## config.mk

```make
export PLATFORM = sky130hd
export DESIGN_NAME = fan_curve_pwm_from_max_temperature_unit_flat
export DESIGN_NICKNAME = d
export VERILOG_FILES = /design/src/rtl/fcpwm_pkg.sv /design/src/rtl/fcpwm_in_if.sv /design/src/rtl/fcpwm_out_if.sv /design/src/rtl/fcpwm_div.sv /design/src/rtl/fan_curve_pwm_from_max_temperature_unit.sv /design/src/flat_wrapper.sv
export SDC_FILE = /design/constraint.sdc
export NUM_CORES = 2
export LEC_CHECK = 0
export BUFFER_PORTS_ARGS = -buffer_cell sky130_fd_sc_hd__buf_2
export CAP_MARGIN = 0
export CELL_PAD_IN_SITES_DETAIL_PLACEMENT = 2
export CELL_PAD_IN_SITES_GLOBAL_PLACEMENT = 2
export CORE_ASPECT_RATIO = 0.9
export CORE_MARGIN = 10
export CORE_UTILIZATION = 48
export CTS_BUF_LIST = sky130_fd_sc_hd__clkbuf_4 sky130_fd_sc_hd__clkbuf_8 sky130_fd_sc_hd__clkbuf_16
export DETAILED_ROUTE_END_ITERATION = 6
export GPL_TIMING_DRIVEN = 1
export PLACE_DENSITY_LB_ADDON = 0.1
export SYNTH_ARGS = -nofsm -noshare
export SYNTH_HDL_FRONTEND = slang
export SYNTH_SLANG_ARGS = --single-unit
```

## constraint.sdc

```tcl
create_clock -name clk_i -period 20.7 [get_ports clk_i]
set_input_delay 3.105 -clock clk_i [delete_from_list [all_inputs] [get_ports clk_i]]
set_output_delay 3.105 -clock clk_i [all_outputs]
set_load 0.05 [all_outputs]
```

## src/rtl/fcpwm_pkg.sv

```systemverilog
// Shared types and constants of the linear fan-curve PWM controller.
package fcpwm_pkg;

  localparam int unsigned FAN_IDX_W  = 4;
  localparam int unsigned TEMP_W     = 16;
  localparam int unsigned COUNT_W    = 16;
  localparam int unsigned DUTY_W     = 17;
  localparam int unsigned CFG_IDX_W  = 3;
  localparam int unsigned CFG_DATA_W = 17;
  localparam int unsigned FANS_W     = 4;

  // Interpolation numerator and divider sizing.
  localparam int unsigned PROD_W     = DUTY_W + TEMP_W;
  localparam int unsigned DIV_CNT_W  = 5;
  localparam logic [DIV_CNT_W-1:0] DIV_STEPS = 5'd17;

  // Configuration register indexes.
  localparam logic [CFG_IDX_W-1:0] REG_FANS_IN_USE = 3'd0;
  localparam logic [CFG_IDX_W-1:0] REG_LOW_TEMP    = 3'd1;
  localparam logic [CFG_IDX_W-1:0] REG_LOW_DUTY    = 3'd2;
  localparam logic [CFG_IDX_W-1:0] REG_HIGH_TEMP   = 3'd3;
  localparam logic [CFG_IDX_W-1:0] REG_HIGH_DUTY   = 3'd4;

  // Reset values; the duty resets to twenty percent.
  localparam logic [FANS_W-1:0]        RST_FANS_IN_USE = 4'd8;
  localparam logic signed [TEMP_W-1:0] RST_LOW_TEMP    = 16'sd7680;
  localparam logic [DUTY_W-1:0]        RST_LOW_DUTY    = 17'd13107;
  localparam logic signed [TEMP_W-1:0] RST_HIGH_TEMP   = 16'sd17920;
  localparam logic [DUTY_W-1:0]        RST_HIGH_DUTY   = 17'd65536;
  localparam logic [DUTY_W-1:0]        RST_DUTY        = 17'd13107;

  localparam logic STATUS_OK    = 1'b0;
  localparam logic STATUS_RANGE = 1'b1;

  typedef enum logic [1:0] {
    OP_LOAD    = 2'd0,
    OP_SET     = 2'd1,
    OP_COMPUTE = 2'd2
  } op_e;

  typedef enum logic [3:0] {
    ST_IDLE,
    ST_SCAN,
    ST_CURVE,
    ST_MUL,
    ST_DIV_GO,
    ST_DIV,
    ST_EMIT_RD,
    ST_EMIT_MUL,
    ST_EMIT_OUT
  } state_e;

  typedef struct packed {
    logic [1:0]                operation;
    logic [FAN_IDX_W-1:0]      fan_index;
    logic signed [TEMP_W-1:0]  temperature;
    logic [COUNT_W-1:0]        max_count;
  } in_word_t;

  typedef struct packed {
    logic                 status;
    logic [FAN_IDX_W-1:0] out_index;
    logic [COUNT_W-1:0]   pwm_count;
    logic [DUTY_W-1:0]    duty;
    logic                 last;
  } out_word_t;

endpackage

```

## src/rtl/fcpwm_in_if.sv

```systemverilog
// Input channel of the fan-curve controller: valid, ready and one command word.
interface fcpwm_in_if;
  import fcpwm_pkg::*;

  logic     valid;
  logic     ready;
  in_word_t data;

  modport source (output valid, output data, input ready);
  modport sink (input valid, input data, output ready);
endinterface

```

## src/rtl/fcpwm_out_if.sv

```systemverilog
// Result channel of the fan-curve controller: valid, ready and one result word.
interface fcpwm_out_if;
  import fcpwm_pkg::*;

  logic      valid;
  logic      ready;
  out_word_t data;

  modport source (output valid, output data, input ready);
  modport sink (input valid, input data, output ready);
endinterface

```

## src/rtl/fcpwm_div.sv

```systemverilog
// Restoring divider that produces one quotient bit of the curve interpolation per cycle.
module fcpwm_div (
  input  logic                              clk_i,
  input  logic                              rst_ni,
  input  logic                              start_i,
  input  logic [fcpwm_pkg::PROD_W-1:0]      dividend_i,
  input  logic [fcpwm_pkg::TEMP_W-1:0]      divisor_i,
  output logic                              done_o,
  output logic [fcpwm_pkg::DUTY_W-1:0]      quotient_o
);
  import fcpwm_pkg::*;

  logic [DIV_CNT_W-1:0] cnt_q, cnt_d;
  logic                 done_q, done_d;
  logic [TEMP_W-1:0]    rem_q, rem_d;
  logic [DUTY_W-1:0]    lo_q, lo_d;
  logic [DUTY_W-1:0]    quo_q, quo_d;
  logic [TEMP_W:0]      trial;
  logic [TEMP_W:0]      trial_sub;
  logic                 ge;

  // The upper dividend bits are already below the divisor because the
  // quotient never exceeds the duty span, so only the low bits are iterated.
  assign trial     = {rem_q, lo_q[DUTY_W-1]};
  assign trial_sub = trial - {1'b0, divisor_i};
  assign ge        = trial >= {1'b0, divisor_i};

  always_comb begin
    cnt_d  = cnt_q;
    done_d = 1'b0;
    rem_d  = rem_q;
    lo_d   = lo_q;
    quo_d  = quo_q;
    if (start_i) begin
      cnt_d = DIV_STEPS;
      rem_d = dividend_i[PROD_W-1:DUTY_W];
      lo_d  = dividend_i[DUTY_W-1:0];
      quo_d = '0;
    end else if (cnt_q != '0) begin
      cnt_d  = cnt_q - DIV_CNT_W'(1);
      done_d = (cnt_q == DIV_CNT_W'(1));
      rem_d  = ge ? trial_sub[TEMP_W-1:0] : trial[TEMP_W-1:0];
      lo_d   = {lo_q[DUTY_W-2:0], 1'b0};
      quo_d  = {quo_q[DUTY_W-2:0], ge};
    end
  end

  always_ff @(posedge clk_i or negedge rst_ni) begin
    if (!rst_ni) begin
      cnt_q  <= '0;
      done_q <= 1'b0;
    end else begin
      cnt_q  <= cnt_d;
      done_q <= done_d;
    end
  end

  always_ff @(posedge clk_i) begin
    rem_q <= rem_d;
    lo_q  <= lo_d;
    quo_q <= quo_d;
  end

  assign done_o     = done_q;
  assign quotient_o = quo_q;

endmodule

```

## src/rtl/fan_curve_pwm_from_max_temperature_unit.sv

```systemverilog
// Top level of the linear fan-curve PWM controller with its temperature and count memories.
//
// Channel   Role    Word        Moves
// in_i      sink    in_word_t   one command: load max count, set temperature or compute
// out_o     source  out_word_t  one result: status, fan index, count, duty, last flag
// cfg_*     write   17 bits     one configuration register per write, no read-back
//
// Load and set each leave one result in the output register.
// Compute runs the maximum search over the n fans in use, the curve decision, the
// multiply and the bit-serial divide (skipped when the curve clamps), and then the
// read, multiply and output of each count.
// The block takes one command at a time; a waiting result holds off the next
// command, and a stalled result stalls the compute sequence.
// Reset clears the memory valid bits, so both memories read as zero until
// written, and returns the duty to twenty percent. No clearing pass is needed.
module fan_curve_pwm_from_max_temperature_unit #(
  parameter int unsigned NUM_FANS = 8
) (
  input  logic                               clk_i,
  input  logic                               rst_ni,
  fcpwm_in_if.sink                           in_i,
  fcpwm_out_if.source                        out_o,
  input  logic                               cfg_we_i,
  input  logic [fcpwm_pkg::CFG_IDX_W-1:0]    cfg_idx_i,
  input  logic [fcpwm_pkg::CFG_DATA_W-1:0]   cfg_data_i
);
  import fcpwm_pkg::*;

  // Address width of the memories and width of a counter that can hold NUM_FANS.
  localparam int unsigned IdxW = (NUM_FANS > 1) ? $clog2(NUM_FANS) : 1;
  localparam int unsigned CntW = $clog2(NUM_FANS + 1);
  localparam int unsigned WideW = FAN_IDX_W + 1;
  localparam logic [WideW-1:0] NumFansW = WideW'(NUM_FANS);

  // Configuration registers.
  logic [FANS_W-1:0]        fans_in_use_q;
  logic signed [TEMP_W-1:0] low_temp_q;
  logic [DUTY_W-1:0]        low_duty_q;
  logic signed [TEMP_W-1:0] high_temp_q;
  logic [DUTY_W-1:0]        high_duty_q;

  // Control state.
  state_e             state_q, state_d;
  logic [DUTY_W-1:0]  duty_q, duty_d;
  logic [CntW-1:0]    scan_idx_q, scan_idx_d;
  logic               scan_pend_q, scan_pend_d;
  logic               scan_first_q, scan_first_d;
  logic [CntW-1:0]    emit_idx_q, emit_idx_d;
  logic               out_valid_q, out_valid_d;

  // Datapath registers.
  logic signed [TEMP_W-1:0] tmax_q, tmax_d;
  logic [DUTY_W-1:0]        mag_q, mag_d;
  logic                     neg_q, neg_d;
  logic [TEMP_W-1:0]        tdiff_q, tdiff_d;
  logic [TEMP_W-1:0]        den_q, den_d;
  logic [PROD_W-1:0]        prod_q, prod_d;
  logic [PROD_W-1:0]        cnt_prod_q, cnt_prod_d;
  out_word_t                out_word_q, out_word_d;

  // Temperature memory and its per-entry valid bits.
  logic [TEMP_W-1:0]   temp_mem [NUM_FANS];
  logic [NUM_FANS-1:0] temp_vld_q;
  logic                temp_we, temp_re;
  logic [IdxW-1:0]     temp_waddr, temp_raddr;
  logic [TEMP_W-1:0]   temp_rd_q;
  logic                temp_rd_vld_q;

  // Maximum-count memory and its per-entry valid bits.
  logic [COUNT_W-1:0]  max_mem [NUM_FANS];
  logic [NUM_FANS-1:0] max_vld_q;
  logic                max_we, max_re;
  logic [IdxW-1:0]     max_waddr, max_raddr;
  logic [COUNT_W-1:0]  max_rd_q;
  logic                max_rd_vld_q;

  // Misc combinational signals.
  logic                     in_acc;
  logic                     out_free;
  logic [WideW-1:0]         fans_wide;
  logic [WideW-1:0]         fan_cnt_wide;
  logic [CntW-1:0]          fan_cnt;
  logic [WideW-1:0]         idx_wide;
  logic                     scan_issue;
  logic signed [TEMP_W-1:0] scan_val;
  logic [COUNT_W-1:0]       max_val;
  logic signed [TEMP_W:0]   tdiff_w;
  logic signed [TEMP_W:0]   den_w;
  logic signed [DUTY_W:0]   span_w;
  logic signed [DUTY_W:0]   span_abs;
  logic [DUTY_W:0]          duty_sum;
  logic                     emit_last;
  logic [WideW-1:0]         emit_wide;
  logic                     div_start;
  logic                     div_done;
  logic [DUTY_W-1:0]        div_quo;

  // The divider sits behind its own boundary: it is the only multi-cycle unit.
  fcpwm_div u_div (
    .clk_i      (clk_i),
    .rst_ni     (rst_ni),
    .start_i    (div_start),
    .dividend_i (prod_q),
    .divisor_i  (den_q),
    .done_o     (div_done),
    .quotient_o (div_quo)
  );

  assign in_acc   = in_i.valid && in_i.ready;
  assign out_free = !out_valid_q || out_o.ready;

  // Fans in use, saturated to 1..NUM_FANS.
  assign fans_wide = {1'b0, fans_in_use_q};
  always_comb begin
    if (fans_in_use_q == '0) begin
      fan_cnt_wide = WideW'(1);
    end else if (fans_wide > NumFansW) begin
      fan_cnt_wide = NumFansW;
    end else begin
      fan_cnt_wide = fans_wide;
    end
  end
  assign fan_cnt  = fan_cnt_wide[CntW-1:0];
  assign idx_wide = {1'b0, in_i.data.fan_index};

  // Entries that were never written read as zero.
  assign scan_issue = scan_idx_q < fan_cnt;
  assign scan_val   = temp_rd_vld_q ? $signed(temp_rd_q) : '0;
  assign max_val    = max_rd_vld_q ? max_rd_q : '0;

  // Curve operands; between the points both differences are positive and fit 16 bits.
  assign tdiff_w  = {tmax_q[TEMP_W-1], tmax_q} - {low_temp_q[TEMP_W-1], low_temp_q};
  assign den_w    = {high_temp_q[TEMP_W-1], high_temp_q} - {low_temp_q[TEMP_W-1], low_temp_q};
  assign span_w   = $signed({1'b0, high_duty_q}) - $signed({1'b0, low_duty_q});
  assign span_abs = span_w[DUTY_W] ? -span_w : span_w;

  // Truncation toward zero: divide the magnitude and apply the sign afterwards.
  assign duty_sum = neg_q ? ({1'b0, low_duty_q} - {1'b0, div_quo})
                          : ({1'b0, low_duty_q} + {1'b0, div_quo});

  assign emit_last = (emit_idx_q + CntW'(1)) == fan_cnt;
  assign emit_wide = WideW'(emit_idx_q);

  // Next-state logic.
  always_comb begin
    state_d = state_q;
    case (state_q)
      ST_IDLE: begin
        if (in_acc && (in_i.data.operation == OP_COMPUTE)) begin
          state_d = ST_SCAN;
        end
      end
      ST_SCAN: begin
        if (!scan_issue && !scan_pend_q) begin
          state_d = ST_CURVE;
        end
      end
      ST_CURVE: begin
        if ((tmax_q <= low_temp_q) || (tmax_q >= high_temp_q)) begin
          state_d = ST_EMIT_RD;
        end else begin
          state_d = ST_MUL;
        end
      end
      ST_MUL:    state_d = ST_DIV_GO;
      ST_DIV_GO: state_d = ST_DIV;
      ST_DIV: begin
        if (div_done) begin
          state_d = ST_EMIT_RD;
        end
      end
      ST_EMIT_RD:  state_d = ST_EMIT_MUL;
      ST_EMIT_MUL: state_d = ST_EMIT_OUT;
      ST_EMIT_OUT: begin
        if (out_free) begin
          state_d = emit_last ? ST_IDLE : ST_EMIT_RD;
        end
      end
      default: state_d = ST_IDLE;
    endcase
  end

  // Datapath and memory control for each state.
  always_comb begin
    duty_d       = duty_q;
    scan_idx_d   = scan_idx_q;
    scan_pend_d  = scan_pend_q;
    scan_first_d = scan_first_q;
    emit_idx_d   = emit_idx_q;
    tmax_d       = tmax_q;
    mag_d        = mag_q;
    neg_d        = neg_q;
    tdiff_d      = tdiff_q;
    den_d        = den_q;
    prod_d       = prod_q;
    cnt_prod_d   = cnt_prod_q;
    out_valid_d  = out_valid_q && !out_o.ready;
    out_word_d   = out_word_q;
    temp_we      = 1'b0;
    temp_re      = 1'b0;
    temp_waddr   = in_i.data.fan_index[IdxW-1:0];
    temp_raddr   = scan_idx_q[IdxW-1:0];
    max_we       = 1'b0;
    max_re       = 1'b0;
    max_waddr    = in_i.data.fan_index[IdxW-1:0];
    max_raddr    = emit_idx_q[IdxW-1:0];
    div_start    = 1'b0;

    case (state_q)
      ST_IDLE: begin
        if (in_acc) begin
          out_word_d.out_index = in_i.data.fan_index;
          out_word_d.pwm_count = '0;
          out_word_d.duty      = duty_q;
          out_word_d.last      = 1'b1;
          case (in_i.data.operation)
            OP_LOAD: begin
              max_we             = idx_wide < NumFansW;
              out_word_d.status  = max_we ? STATUS_OK : STATUS_RANGE;
              out_valid_d        = 1'b1;
            end
            OP_SET: begin
              temp_we            = idx_wide < fan_cnt_wide;
              out_word_d.status  = temp_we ? STATUS_OK : STATUS_RANGE;
              out_valid_d        = 1'b1;
            end
            OP_COMPUTE: begin
              scan_idx_d   = '0;
              scan_pend_d  = 1'b0;
              scan_first_d = 1'b1;
            end
            default: begin
            end
          endcase
        end
      end
      ST_SCAN: begin
        // One read issued per cycle; the compare lags it by the read latency.
        temp_re     = scan_issue;
        scan_pend_d = scan_issue;
        if (scan_issue) begin
          scan_idx_d = scan_idx_q + CntW'(1);
        end
        if (scan_pend_q) begin
          scan_first_d = 1'b0;
          if (scan_first_q || (scan_val > tmax_q)) begin
            tmax_d = scan_val;
          end
        end
      end
      ST_CURVE: begin
        emit_idx_d = '0;
        mag_d      = span_abs[DUTY_W-1:0];
        neg_d      = span_w[DUTY_W];
        tdiff_d    = tdiff_w[TEMP_W-1:0];
        den_d      = den_w[TEMP_W-1:0];
        if (tmax_q <= low_temp_q) begin
          duty_d = low_duty_q;
        end else if (tmax_q >= high_temp_q) begin
          duty_d = high_duty_q;
        end
      end
      ST_MUL: begin
        prod_d = {{TEMP_W{1'b0}}, mag_q} * {{DUTY_W{1'b0}}, tdiff_q};
      end
      ST_DIV_GO: begin
        div_start = 1'b1;
      end
      ST_DIV: begin
        if (div_done) begin
          duty_d = duty_sum[DUTY_W-1:0];
        end
      end
      ST_EMIT_RD: begin
        max_re = 1'b1;
      end
      ST_EMIT_MUL: begin
        cnt_prod_d = {{COUNT_W{1'b0}}, duty_q} * {{DUTY_W{1'b0}}, max_val};
      end
      ST_EMIT_OUT: begin
        if (out_free) begin
          out_valid_d          = 1'b1;
          out_word_d.status    = STATUS_OK;
          out_word_d.out_index = emit_wide[FAN_IDX_W-1:0];
          // A duty above one can push the count past 16 bits; it saturates.
          out_word_d.pwm_count = cnt_prod_q[PROD_W-1] ? {COUNT_W{1'b1}}
                                                      : cnt_prod_q[PROD_W-2:COUNT_W];
          out_word_d.duty      = duty_q;
          out_word_d.last      = emit_last;
          emit_idx_d           = emit_idx_q + CntW'(1);
        end
      end
      default: begin
      end
    endcase
  end

  // Control registers and configuration.
  always_ff @(posedge clk_i or negedge rst_ni) begin
    if (!rst_ni) begin
      state_q       <= ST_IDLE;
      duty_q        <= RST_DUTY;
      scan_idx_q    <= '0;
      scan_pend_q   <= 1'b0;
      scan_first_q  <= 1'b0;
      emit_idx_q    <= '0;
      out_valid_q   <= 1'b0;
      temp_vld_q    <= '0;
      max_vld_q     <= '0;
      fans_in_use_q <= RST_FANS_IN_USE;
      low_temp_q    <= RST_LOW_TEMP;
      low_duty_q    <= RST_LOW_DUTY;
      high_temp_q   <= RST_HIGH_TEMP;
      high_duty_q   <= RST_HIGH_DUTY;
    end else begin
      state_q      <= state_d;
      duty_q       <= duty_d;
      scan_idx_q   <= scan_idx_d;
      scan_pend_q  <= scan_pend_d;
      scan_first_q <= scan_first_d;
      emit_idx_q   <= emit_idx_d;
      out_valid_q  <= out_valid_d;
      if (temp_we) begin
        temp_vld_q[temp_waddr] <= 1'b1;
      end
      if (max_we) begin
        max_vld_q[max_waddr] <= 1'b1;
      end
      if (cfg_we_i) begin
        case (cfg_idx_i)
          REG_FANS_IN_USE: fans_in_use_q <= cfg_data_i[FANS_W-1:0];
          REG_LOW_TEMP:    low_temp_q    <= $signed(cfg_data_i[TEMP_W-1:0]);
          REG_LOW_DUTY:    low_duty_q    <= cfg_data_i[DUTY_W-1:0];
          REG_HIGH_TEMP:   high_temp_q   <= $signed(cfg_data_i[TEMP_W-1:0]);
          REG_HIGH_DUTY:   high_duty_q   <= cfg_data_i[DUTY_W-1:0];
          default: begin
          end
        endcase
      end
    end
  end

  // Datapath registers.
  always_ff @(posedge clk_i) begin
    tmax_q     <= tmax_d;
    mag_q      <= mag_d;
    neg_q      <= neg_d;
    tdiff_q    <= tdiff_d;
    den_q      <= den_d;
    prod_q     <= prod_d;
    cnt_prod_q <= cnt_prod_d;
    out_word_q <= out_word_d;
  end

  // Temperature memory: one write port, one registered read port.
  always_ff @(posedge clk_i) begin
    if (temp_we) begin
      temp_mem[temp_waddr] <= in_i.data.temperature;
    end
    if (temp_re) begin
      temp_rd_q     <= temp_mem[temp_raddr];
      temp_rd_vld_q <= temp_vld_q[temp_raddr];
    end
  end

  // Maximum-count memory: one write port, one registered read port.
  always_ff @(posedge clk_i) begin
    if (max_we) begin
      max_mem[max_waddr] <= in_i.data.max_count;
    end
    if (max_re) begin
      max_rd_q     <= max_mem[max_raddr];
      max_rd_vld_q <= max_vld_q[max_raddr];
    end
  end

  assign in_i.ready = (state_q == ST_IDLE) && !out_valid_q;
  assign out_o.valid = out_valid_q;
  assign out_o.data  = out_word_q;

  // A load or set command leaves exactly one final result in the output register.
  assert property (@(posedge clk_i) disable iff (!rst_ni)
    in_acc && ((in_i.data.operation == OP_LOAD) || (in_i.data.operation == OP_SET))
    |=> out_valid_q && out_word_q.last)
    else $error("load or set produced no final result");

  // The divider only finishes while the sequencer waits for it.
  assert property (@(posedge clk_i) disable iff (!rst_ni)
    div_done |-> state_q == ST_DIV)
    else $error("divider finished outside the divide state");

  // Counts are only produced for fans in use.
  assert property (@(posedge clk_i) disable iff (!rst_ni)
    state_q == ST_EMIT_OUT |-> emit_idx_q < fan_cnt)
    else $error("emit index beyond fans in use");

  // The duty changes only when a compute resolves the curve.
  assert property (@(posedge clk_i) disable iff (!rst_ni)
    !$stable(duty_q) |-> $past(state_q) == ST_CURVE || $past(state_q) == ST_DIV)
    else $error("duty changed outside a compute");

endmodule
```

## src/flat_wrapper.sv

```systemverilog
// flat-port wrapper written by rule: the top's interface ports become plain ports
module fan_curve_pwm_from_max_temperature_unit_flat import fcpwm_pkg::*;
#(
  parameter int unsigned NUM_FANS = 8
)
  (clk_i, rst_ni, cfg_we_i, cfg_idx_i, cfg_data_i, in_i_valid, in_i_data, in_i_ready, out_o_valid, out_o_data, out_o_ready);
  fcpwm_in_if in_i_i ();
  fcpwm_out_if out_o_i ();
  input  logic clk_i;
  input  logic rst_ni;
  input  logic cfg_we_i;
  input  logic [fcpwm_pkg::CFG_IDX_W-1:0] cfg_idx_i;
  input  logic [fcpwm_pkg::CFG_DATA_W-1:0] cfg_data_i;
  input wire logic [$bits(in_i_i.valid)-1:0] in_i_valid;
  input wire logic [$bits(in_i_i.data)-1:0] in_i_data;
  output wire logic [$bits(in_i_i.ready)-1:0] in_i_ready;
  output wire logic [$bits(out_o_i.valid)-1:0] out_o_valid;
  output wire logic [$bits(out_o_i.data)-1:0] out_o_data;
  input wire logic [$bits(out_o_i.ready)-1:0] out_o_ready;
  assign in_i_i.valid = in_i_valid;
  assign in_i_i.data = in_i_data;
  assign in_i_ready = in_i_i.ready;
  assign out_o_valid = out_o_i.valid;
  assign out_o_data = out_o_i.data;
  assign out_o_i.ready = out_o_ready;
  fan_curve_pwm_from_max_temperature_unit #(.NUM_FANS(NUM_FANS)) u_core (.clk_i(clk_i), .rst_ni(rst_ni), .in_i(in_i_i), .out_o(out_o_i), .cfg_we_i(cfg_we_i), .cfg_idx_i(cfg_idx_i), .cfg_data_i(cfg_data_i));
endmodule
```

==> results.txt <==
Status: complete, no violations
First-pass GRT wire length: 244000 µm
Port Buffers: 103
Startpoint class of the critical path: flop
Worst slew margin: 17.5%
Max_cap viols: 0
Met1 Routed Length: 64800 µm
Wire per inst: 28.7 µm
GRT Resource Usage Total: 29.1%
FF+latch count, synth: 619
Hold Buf Count CTS: 0
Initial antenna violation count: 10
DRC violation count after routing: 0
RR Startpoint: u_core.max_rd_vld_q
Drt via density: 5.90
Clock Latency Late Sink: 0.68 ns
Met2 WL: 78900 µm
Max Root-Sink Buffers: 3
Final ANT Viol Nets: 0
Synth cell types: 89
Top cell type's share of synthesized area: 31.2%
Worst Hold End: u_core.temp_vld_q[2]
Period utilisation layout: 42.0%
Clk pin slew, worst setup/hold paths: 0.06 ns
Seq/Total Area, Yosys: 38.7%
Worst min path class: flop to flop
TNS Setup: 0 ns
DRT iter0 DRCs: 2420
Hold Fails Final Rpt: 0
Hold depth: 1
Synth Area per Inst: 11.2 µm²
H-Tree Level Count: 3
Fin crit period: 8.69 ns
Die area: 109000 µm²
Area grow syn2layout: 9.50%
Crit path max fanout: 93
Die X: 347 µm
Critical path type: flop to flop
Core area: 94900 µm²
Total wire length: 157000 µm
Synth Flop Type: edfxtp_1
First drt pass iteration count: 5
Multi-input logic area: 25300 µm²
Via count: 32400
Clock sink count: 619
Post-synth EDFFs: 478
Synthesized area: 46100 µm²
Syn Nets: 4924
Reg2Reg Depth: 25
TritonCTS Buffers: 70
Number of global-route vias before repair: 37800
FP Rows: 107
Achievable Freq: 115 MHz
Gr ovfl total: 0
Layout cells sized above 1: 12.4%
Largest net degree at the start of global routing: 94
Most area-consuming cells after synthesis: edfxtp_1 31%, fa_1 18%, ha_1 9.0%, dfrtp_1 5.4%, inv_1 5.1%
R2R setup slack: 12.01 ns
Slew @ Worst Pin: 1.23 ns
Nets: 4990
Unrepaired setup endpoints after global routing: no
Die height: 314 µm
Initial Utilization: 48.5%
Post_cts resized: 0
Fin Clk Skew: 0.0650 ns
Synth warnings: 0
Mapped Cells: 4109
Asr flop ratio synth: 20.0%
Reg-to-reg critical path endpoint: u_core.cnt_prod_q[32]
CP Capture Type: flop
Post-detail-place hpwl: 107000 µm
Leading area contributor after synthesis: edfxtp_1
Top Ports: 104
Max-slew violations: 0
TritonCTS clock tree: done
CP required: 21.09 ns
CTS root buf: clkbuf_16
HP Start: u_core.temp_vld_q[2]
Setup bufs post-CTS: 0
Top Metal Used: met5
WL met3: 8050 µm
CP arrival: 9.09 ns
RePlAce Congestion: 0.807
Final setup viols: 0
Register area: 17800 µm²
Fillers: 9247
-- area by class of cell --
type	count	share of cell area, %
diodes	3	0.0149
clock buffers	95	3.92
clock inverters	35	0.970
inverters	623	4.64
multi-input cells	2710	50.2
flip-flops and latches	619	35.4
well taps	1253	3.11
repair buffers	151	1.75
-- sequential cells by signal (all words and copies together), names as in the netlist, 17 cells and up --
register / count
u_core.cnt_prod_q: 17
u_core.duty_q: 17
u_core.high_duty_q: 17
u_core.low_duty_q: 17
u_core.mag_q: 17
u_core.max_mem: 128
u_core.out_o.data: 39
u_core.prod_q: 33
u_core.temp_mem: 128
u_core.u_div.lo_q: 17
u_core.u_div.quotient_o: 17
-- critical path: stages, from the launching register on --
cell and delay [ns]:
edfxtp_1 0.38, buf_4 0.50, buf_4 0.67, and2_1 0.62, nand2_1 0.16, fa_1 0.58
inv_1 0.06, fa_1 0.50, inv_1 0.05, fa_1 0.53, inv_1 0.05, fa_1 0.48
fa_1 0.51, inv_1 0.06, fa_1 0.48, inv_1 0.04, ha_1 0.28, o21ai_0 0.11
a211oi_1 0.41, nand3_1 0.17, a41oi_1 0.39, nor2_1 0.22, o31a_1 0.44, o21ai_0 0.37
o41ai_1 0.13, xnor2_1 0.14
-- per-layer routing --
layer	vias to the layer above	track usage (%)
met3	333	4.77
met1	17300	36.5
met5	-	0
met4	10	10.2
met2	881	50.8
li1	13900	-
-- logic make-up after synthesis --
kind of cell / Yosys count / synth area share, %
adders and majority gates: 752 / 27.3
buffers and inverters: 780 / 6.39
AOI/OAI and AO/OA: 427 / 6.06
DFF: 619 / 38.7
muxes: 197 / 6.37
and+or+nand+nor: 1194 / 12.5
xor gates and xnor gates: 140 / 2.68
-- cell usage after synthesis, drive strengths merged (39+ instances only) --
cell type  instances
mux2i             39
clkbuf           143
edfxtp           478
nor3              63
and3             149
dfrtp             99
o21ai            113
a21o              43
mux2              90
xnor2            104
inv              623
a21oi            111
ha               332
mux4              68
fa               420
and2             155
nand2            494
nor2             163
-- layout by cell type (no fill, tap or decap), types with 23 or more instances in the layout --
cell | Yosys | layout
a21oi_1 | 109 | 109
buf_4 | 1 | 48
ha_1 | 332 | 332
dfrtp_1 | 99 | 97
nor2_1 | 163 | 161
inv_1 | 623 | 623
o21a_1 | 23 | 23
nand2_1 | 494 | 493
nor3_1 | 63 | 54
or2_2 | 25 | 25
and3_1 | 148 | 148
xnor2_1 | 103 | 103
o21ai_0 | 111 | 111
fa_1 | 420 | 420
nand2b_1 | 27 | 27
edfxtp_1 | 478 | 478
a21o_1 | 43 | 43
buf_2 | 4 | 102
and2_1 | 151 | 151
clkbuf_16 | 0 | 71
xor2_1 | 36 | 36
mux4_2 | 68 | 68
mux2i_1 | 39 | 39
dfstp_2 | 25 | 25
mux2_2 | 88 | 88
nand3_1 | 35 | 34
-- metrics by stage --
stage | util, % | instance area [µm²] | hold WS (ns) | worst slack [ns] | std cells
after floorplan | - | 46100 | 0.434 | 14.21 | 4109
after global placement | 50.5 | 48000 | 0.446 | 12.90 | 5356
after detailed placement | 50.5 | 48000 | 0.453 | 12.39 | 5356
after CTS | 53.1 | 50400 | 0.473 | 12.11 | 5486
after global routing | 53.1 | 50400 | 0.507 | 11.57 | 5487
final | 53.1 | 50400 | 0.477 | 12.01 | 5489
-- worst max path at each step --
stage                            end  depth (start not counted)  slack [ns]                start
2_1_floorplan  u_core.cnt_prod_q[32]                         24       14.21  u_core.max_rd_vld_q
3_3_place_gp   u_core.cnt_prod_q[31]                         25       12.90  u_core.max_rd_vld_q
3_5_place_dp   u_core.cnt_prod_q[32]                         25       12.39  u_core.max_rd_vld_q
4_1_cts        u_core.cnt_prod_q[31]                         25       12.11  u_core.max_rd_vld_q
5_1_grt        u_core.cnt_prod_q[31]                         25       11.57  u_core.max_rd_vld_q
6_report       u_core.cnt_prod_q[32]                         25       12.01  u_core.max_rd_vld_q
Power is not shown: default switching activity piles up to over one toggle a cycle in this logic, so the estimate is an artifact.
